### src/rtl/core/cuwm_pkg.sv
// shared types and constants of the checked unified word memory
package cuwm_pkg;

  localparam int unsigned MemWords = 1024;
  localparam int unsigned AddrW    = $clog2(MemWords);
  localparam int unsigned LimW     = 11;
  localparam int unsigned CfgAddrW = 4;
  localparam int unsigned IdxW     = 30;

  localparam logic [2:0]      DrainSteps     = 3'd6;
  localparam logic [LimW-1:0] TextEndReset   = 11'd256;
  localparam logic [LimW-1:0] DataStartReset = 11'd256;
  localparam logic [LimW-1:0] DataEndReset   = 11'd1024;

  typedef enum logic [1:0] {
    ActFetch   = 2'd0,
    ActRead    = 2'd1,
    ActWrite   = 2'd2,
    ActPreload = 2'd3
  } action_e;

  typedef enum logic [2:0] {
    StsContinue  = 3'd0,
    StsTerminate = 3'd1,
    StsImemOvf   = 3'd2,
    StsDmemOvf   = 3'd3,
    StsUnaligned = 3'd4
  } status_e;

  typedef enum logic [1:0] {
    RegTextEnd   = 2'd0,
    RegDataStart = 2'd1,
    RegDataEnd   = 2'd2
  } cfg_reg_e;

  typedef struct packed {
    logic [1:0]  action;
    logic [31:0] addr;
    logic [31:0] wr_word;
  } in_item_t;

  typedef struct packed {
    logic [31:0] rd_word;
    logic        read_valid;
    logic [2:0]  status_code;
  } out_item_t;

  typedef struct packed {
    logic [LimW-1:0] text_end;
    logic [LimW-1:0] data_start;
    logic [LimW-1:0] data_end;
  } cfg_t;

endpackage

### src/rtl/core/cuwm_cfg.sv
// apb configuration registers of the checked unified word memory
module cuwm_cfg (
  input  logic                         clk_i,
  input  logic                         rst_ni,
  input  logic                         psel,
  input  logic                         penable,
  input  logic                         pwrite,
  input  logic [cuwm_pkg::CfgAddrW-1:0] paddr,
  input  logic [31:0]                  pwdata,
  output logic [31:0]                  prdata,
  output logic                         pready,
  output cuwm_pkg::cfg_t               cfg_o
);
  import cuwm_pkg::*;

  cfg_t     cfg_q, cfg_d;
  cfg_reg_e reg_sel;
  logic     wr_en;

  assign pready  = 1'b1;
  assign wr_en   = psel & penable & pwrite & pready;
  assign reg_sel = cfg_reg_e'(paddr[3:2]);

  always_comb begin
    cfg_d = cfg_q;
    if (wr_en) begin
      case (reg_sel)
        RegTextEnd:   cfg_d.text_end   = pwdata[LimW-1:0];
        RegDataStart: cfg_d.data_start = pwdata[LimW-1:0];
        RegDataEnd:   cfg_d.data_end   = pwdata[LimW-1:0];
        default: ;
      endcase
    end
  end

  always_comb begin
    case (reg_sel)
      RegTextEnd:   prdata = 32'(cfg_q.text_end);
      RegDataStart: prdata = 32'(cfg_q.data_start);
      RegDataEnd:   prdata = 32'(cfg_q.data_end);
      default:      prdata = 32'd0;
    endcase
  end

  always_ff @(posedge clk_i or negedge rst_ni) begin
    if (!rst_ni) begin
      cfg_q.text_end   <= TextEndReset;
      cfg_q.data_start <= DataStartReset;
      cfg_q.data_end   <= DataEndReset;
    end else begin
      cfg_q <= cfg_d;
    end
  end

  assign cfg_o = cfg_q;

endmodule

### config.mk
export PLATFORM = sky130hd
export DESIGN_NAME = cuwm_cfg
export DESIGN_NICKNAME = d
export VERILOG_FILES = /design/src/rtl/core/cuwm_pkg.sv /design/src/rtl/core/cuwm_cfg.sv
export SDC_FILE = /design/constraint.sdc
export NUM_CORES = 1
export LEC_CHECK = 0
export ABC_AREA = 1
export BUFFER_PORTS_ARGS = -buffer_cell sky130_fd_sc_hd__clkbuf_2
export CAP_MARGIN = 20
export CORE_UTILIZATION = 43
export CTS_CLUSTER_DIAMETER = 80
export DETAILED_ROUTE_END_ITERATION = 7
export PLACE_DENSITY = 0.8
export SLEW_MARGIN = 10
export SYNTH_ARGS = -nofsm -noshare
export SYNTH_HDL_FRONTEND = slang
export SYNTH_SLANG_ARGS = --single-unit
### constraint.sdc
create_clock -name clk_i -period 0.9 [get_ports clk_i]
set_input_delay 0.135 -clock clk_i [delete_from_list [all_inputs] [get_ports clk_i]]
set_output_delay 0.135 -clock clk_i [all_outputs]
set_load 0.1 [all_outputs]
==> out/results.ini, run 1 <==
[run_status]
status = stopped before the end
haltStage = clock tree synthesis
error = [ERROR DPL-0038] Utilization greater than 100%, impossible to legalize

[yosys]
yosysTopAreaCellShare_pct = 43.7
synthArstFlopShare_pct = 100
synth-seq-cells = 33
syn-cell-area_um2 = 1720
ys_warn_count = 0
yosys-top-cells-area = dfrtp_1, nand2_1, buf_4
ys.flop_type = dfrtp_1
yosysSeqAreaShare_pct = 48.3
synth_most_common_cell = nand2_1
avgSynthCellArea_um2 = 7.57
synthTopCellsByCount = nand2_1, dfrtp_1, buf_4, nand3_1
synthCells = 227
synth-edff-count = 0
yosys.area.top_type = dfrtp_1
synth_cell_type_count = 15

[clock_network]
cts_sinks = 33
cts_buffers = 5
htree_levels = 2
cts_setup_buffers = 16
cts-root-buf = clkbuf_8
cts_resized = 74
ctsHoldBuffers = 1
clock_path_buffers = 2

[placed_design]
hpwl_um = 5070
portBuffers = 61
place_congestion = 0.828
dp.cells = 375

[floorplanning]
fp-row-count = 22
start_util_pct = 45.9
die_h_um = 65.2
ios = 107
die_w_um = 65.2

==> cell families after synthesis <==
| family | Yosys count | share of synthesized area [%] |
|---|---|---|
| buffers and inverters | 36 | 15.1 |
| flip-flops | 33 | 48.3 |
| other | 2 | 0.437 |
| AND/OR/NAND/NOR | 156 | 36.1 |
==> per-stage QoR <==
step | setup slack, ns | area, um^2 | util, %
2_1_floorplan | -0.364 | 2140 | -
3_3_place_gp | -0.192 | 3370 | 89.9
3_5_place_dp | -0.339 | 3370 | 89.9
==> run 2, diff against run 1 <==
--- a/config.mk
+++ b/config.mk
@@ -8,10 +8,9 @@
 export ABC_AREA = 1
 export BUFFER_PORTS_ARGS = -buffer_cell sky130_fd_sc_hd__clkbuf_2
 export CAP_MARGIN = 20
-export CORE_UTILIZATION = 43
-export CTS_CLUSTER_DIAMETER = 80
+export CORE_UTILIZATION = 37
 export DETAILED_ROUTE_END_ITERATION = 7
-export PLACE_DENSITY = 0.8
+export PLACE_DENSITY_LB_ADDON = 0.15
 export SLEW_MARGIN = 10
 export SYNTH_ARGS = -nofsm -noshare
 export SYNTH_HDL_FRONTEND = slang
==> out/results.ini, run 2 <==
[grt]
grt_max_degree = 34
grt_pass1_vias = 2003
grt_pass1_wl_um = 10100
grt.overflow.total = 0
antenna_found_initial = 0
grt.total_usage_pct = 27.0

[power_and_ir_drop]
p_sw_mw = 5.38
pwr-share-clk_pct = 13.5
irDropWorstVdd_uv = 1710
leakagePower_nw = 2.09
combPwrFrac_pct = 64.8
power.density_nw_per_um2 = 2780
p_sw_share_pct = 48.9
power_mw = 11.0
seq_power_share_pct = 21.7
internal-power_mw = 5.61

[flow_run]
drv_cap = 0

[clock_network]
cts_sinks = 33
cts.clk_slew.worst_paths_ns = 0.07
worstSkewPairLatency_ns = 0.29
clock_path_buffers = 2
cts-root-buf = clkbuf_8
cts_buffers = 5
htree_levels = 2
tritoncts = built

[setup_path]
rr_worst_depth = 5
crit_start = cfg_o[19]
r2r-start = cfg_o[28]
arrival_ns = 1.25
worstPathRequired_ns = 0.76
slowest_stage = dfstp_4
path_delay_family = flip-flops
critical_path_cell_count = 3
crit_chain = nand2_4 > nand3_4 > buf_12
reg2reg_slack_ns = -0.13
r2r_end = cfg_o[28]
crit_buf_inv = 1
end_kind = output pin
path_class = flop to output pin
cp_max_fo = 3
start_kind = flop
crit_path_end = prdata[8]
max_stage_delay_ns = 0.64

[floorplanning]
start_util_pct = 38.9
die_w_um = 70.1
die-area_um2 = 4920
ios = 107
core_area_um2 = 4410
fp-row-count = 24
die_h_um = 70.1

[route]
via_count = 1963
postRouteAntennaNets = 0
vias_per_cell = 4.85
drtIter0Drc = 127
drt-pass1-iter-count = 4
wire_per_inst_um = 16.7
route.detailed.drc = 0
drt_wl_total_um = 6760

[layout]
antenna_cells = 0
final_util_pct = 89.7
finalNonFillerCells = 405
syn2layout_area_growth_pct = 130
layout_common_cells = nand2_1, buf_12, buf_6, nand2_2, dfrtp_4
final_common_cell = nand2_1
final_area_um2 = 3960
largest_register_ffs = 33
final_nets = 393
drive_gt1_share_pct = 67.1

[timing]
setup-tns-final_ns = -15.04
hold_viol = 0
min_period_ns = 1.38
rsz0062_at_grt = yes
fin_ws_ns = -0.484
post-route-period-util_pct = 154
fin_skew_ns = 0
hold_ws_ns = 0.0759
setup_violations = 54
final_max_slew_viol_count = 0
fmax_mhz = 723

[yosys]
yosysSeqAreaShare_pct = 48.3
yosys-top-cells-area = dfrtp_1, nand2_1, buf_4
synthCells = 227
synth-seq-cells = 33
ys_warn_count = 0
ys.flop_type = dfrtp_1
syn-cell-area_um2 = 1720
avgSynthCellArea_um2 = 7.57
synth_most_common_cell = nand2_1
yosys.area.top_type = dfrtp_1
synthTopCellsByCount = nand2_1, dfrtp_1, buf_4, nand3_1
synthArstFlopShare_pct = 100
yosysTopAreaCellShare_pct = 43.7
synth-edff-count = 0
synth_cell_type_count = 15

[placed_design]
placedInstanceArea_um2 = 3410
hpwl_um = 4000
portBuffers = 61
place_congestion = 0.807
dp.cells = 381
post-place-ws_ns = -0.231

[run_status]
violations = negative setup slack
status = finished, violations left

[hold_path]
hold_path_class = input pin to flop

run 2: cell counts after synthesis:
No cell type changed its count.
run 2: worst reg2reg max path, stage by stage (launching register included):
cell	delay (ns)
dfrtp_4	0.50
buf_6	0.14
buf_6	0.10
buf_6	0.10
nand2_2	0.05
nand2_1	0.04
run 2: cell type report:
| type | instances | area, um^2 |
|---|---|---|
| timing repair buffer | 129 | 1730 |
| multi-input combinational | 178 | 1080 |
| sequential | 33 | 943 |
| fill | 182 | 455 |
| clock buffer | 7 | 86.3 |
| tap | 52 | 65.1 |
| clock inverter | 1 | 30.0 |
| inverter | 5 | 21.3 |
run 2: power groups by stage:
stage               clock network [mW]  logic, mW  registers, mW
floorplan                            0       1.62           4.57
global placement                     0       6.43           2.25
detailed placement                   0       6.48           2.27
CTS                               1.47       6.86           2.34
global route                      1.57       7.31           2.42
finish                            1.49       7.11           2.38
run 2: how the worst min path moves through the flow:
| stage | start | end | depth (start not counted) |
|---|---|---|---|
| floorplan | rst_ni | cfg_o[0] | 0 |
| global placement | rst_ni | cfg_o[21] | 2 |
| detailed placement | rst_ni | cfg_o[21] | 2 |
| CTS | pwdata[10] | cfg_o[10] | 3 |
| global route | pwdata[7] | cfg_o[7] | 3 |
| finish | pwdata[8] | cfg_o[19] | 3 |
run 2: cells by family after synthesis:
kind of cell / synth area share, %
buf+inv: 15.1
simple gates: 36.1
flops: 48.3
other cells: 0.437
run 2: metal layers:
layer / vias to the layer above / track usage [%] / wire (um)
met5: - / 0 / 0
met4: 0 / 9.33 / 187
met3: 19 / 5.92 / 311
met2: 88 / 50.6 / 3770
met1: 965 / 29.7 / 2500
li1: 891 / - / -
run 2: what timing repair did:
action | CTS | global route
pin swaps | 15 | 18
hold buffers | 1 | 0
hold endpoints to repair | 30 | 0
setup endpoints to repair | 46 | 74
gates resized for setup | 51 | 36
setup buffers | 11 | 8
Note: power is estimated with default switching activity, not from simulation.
==> run 3, diff against run 2 <==
--- a/config.mk
+++ b/config.mk
@@ -8,9 +8,9 @@
 export ABC_AREA = 1
 export BUFFER_PORTS_ARGS = -buffer_cell sky130_fd_sc_hd__clkbuf_2
 export CAP_MARGIN = 20
-export CORE_UTILIZATION = 37
+export CORE_UTILIZATION = 40
 export DETAILED_ROUTE_END_ITERATION = 7
-export PLACE_DENSITY_LB_ADDON = 0.15
+export PLACE_DENSITY = 0.76
 export SLEW_MARGIN = 10
 export SYNTH_ARGS = -nofsm -noshare
 export SYNTH_HDL_FRONTEND = slang
==> out/results.ini, run 3 <==
[yosys]
avgSynthCellArea_um2 = 7.57
yosys.area.top_type = dfrtp_1
yosysTopAreaCellShare_pct = 43.7
synthArstFlopShare_pct = 100
synth_most_common_cell = nand2_1
synth_cell_type_count = 15
ys.flop_type = dfrtp_1
yosys-top-cells-area = dfrtp_1, nand2_1, buf_4
synthTopCellsByCount = nand2_1, dfrtp_1, buf_4, nand3_1
synth-edff-count = 0
ys_warn_count = 0
yosysSeqAreaShare_pct = 48.3
syn-cell-area_um2 = 1720
synth-seq-cells = 33
synthCells = 227

[run_status]
haltStage = global routing
status = stopped before the end
error = [ERROR DPL-0038] Utilization greater than 100%, impossible to legalize

[clock_network]
cts_sinks = 33
cts-root-buf = clkbuf_8
clock_path_buffers = 2
cts_buffers = 5
htree_levels = 2

[placed_design]
dp.cells = 379
portBuffers = 61
place_congestion = 0.894
hpwl_um = 4300

[floorplanning]
ios = 107
die_w_um = 67.5
die_h_um = 67.5
start_util_pct = 42.3
fp-row-count = 23

[timing]
grt_repair_worst_endpoint = prdata[8]
worstEpCategory = primary output

[grt]
grt_max_degree = 34

-- run 3: cell counts after synthesis --
No cell type changed its count.
-- run 3: cells by family after synthesis --
family	share of synthesized area, %
other cells	0.437
buf+inv	15.1
simple gates	36.1
flops	48.3
-- run 3: stage by stage --
stage	TNS (ns)	utilization (%)	setup slack, ns	cell area, um^2	hold WS (ns)
floorplan	-3.34	-	-0.364	2140	-0.161
global placement	-6.91	83.4	-0.194	3380	0.114
detailed placement	-10.55	83.4	-0.317	3380	0.109
CTS	-15.09	94.1	-0.489	3820	0.0495
-- run 3: what timing repair did --
item,CTS
setup buffers,13
pin swaps,21
endpoints found under the hold margin,30
setup endpoints to repair,47
resized for setup,56
cloned,0
hold buffers,1
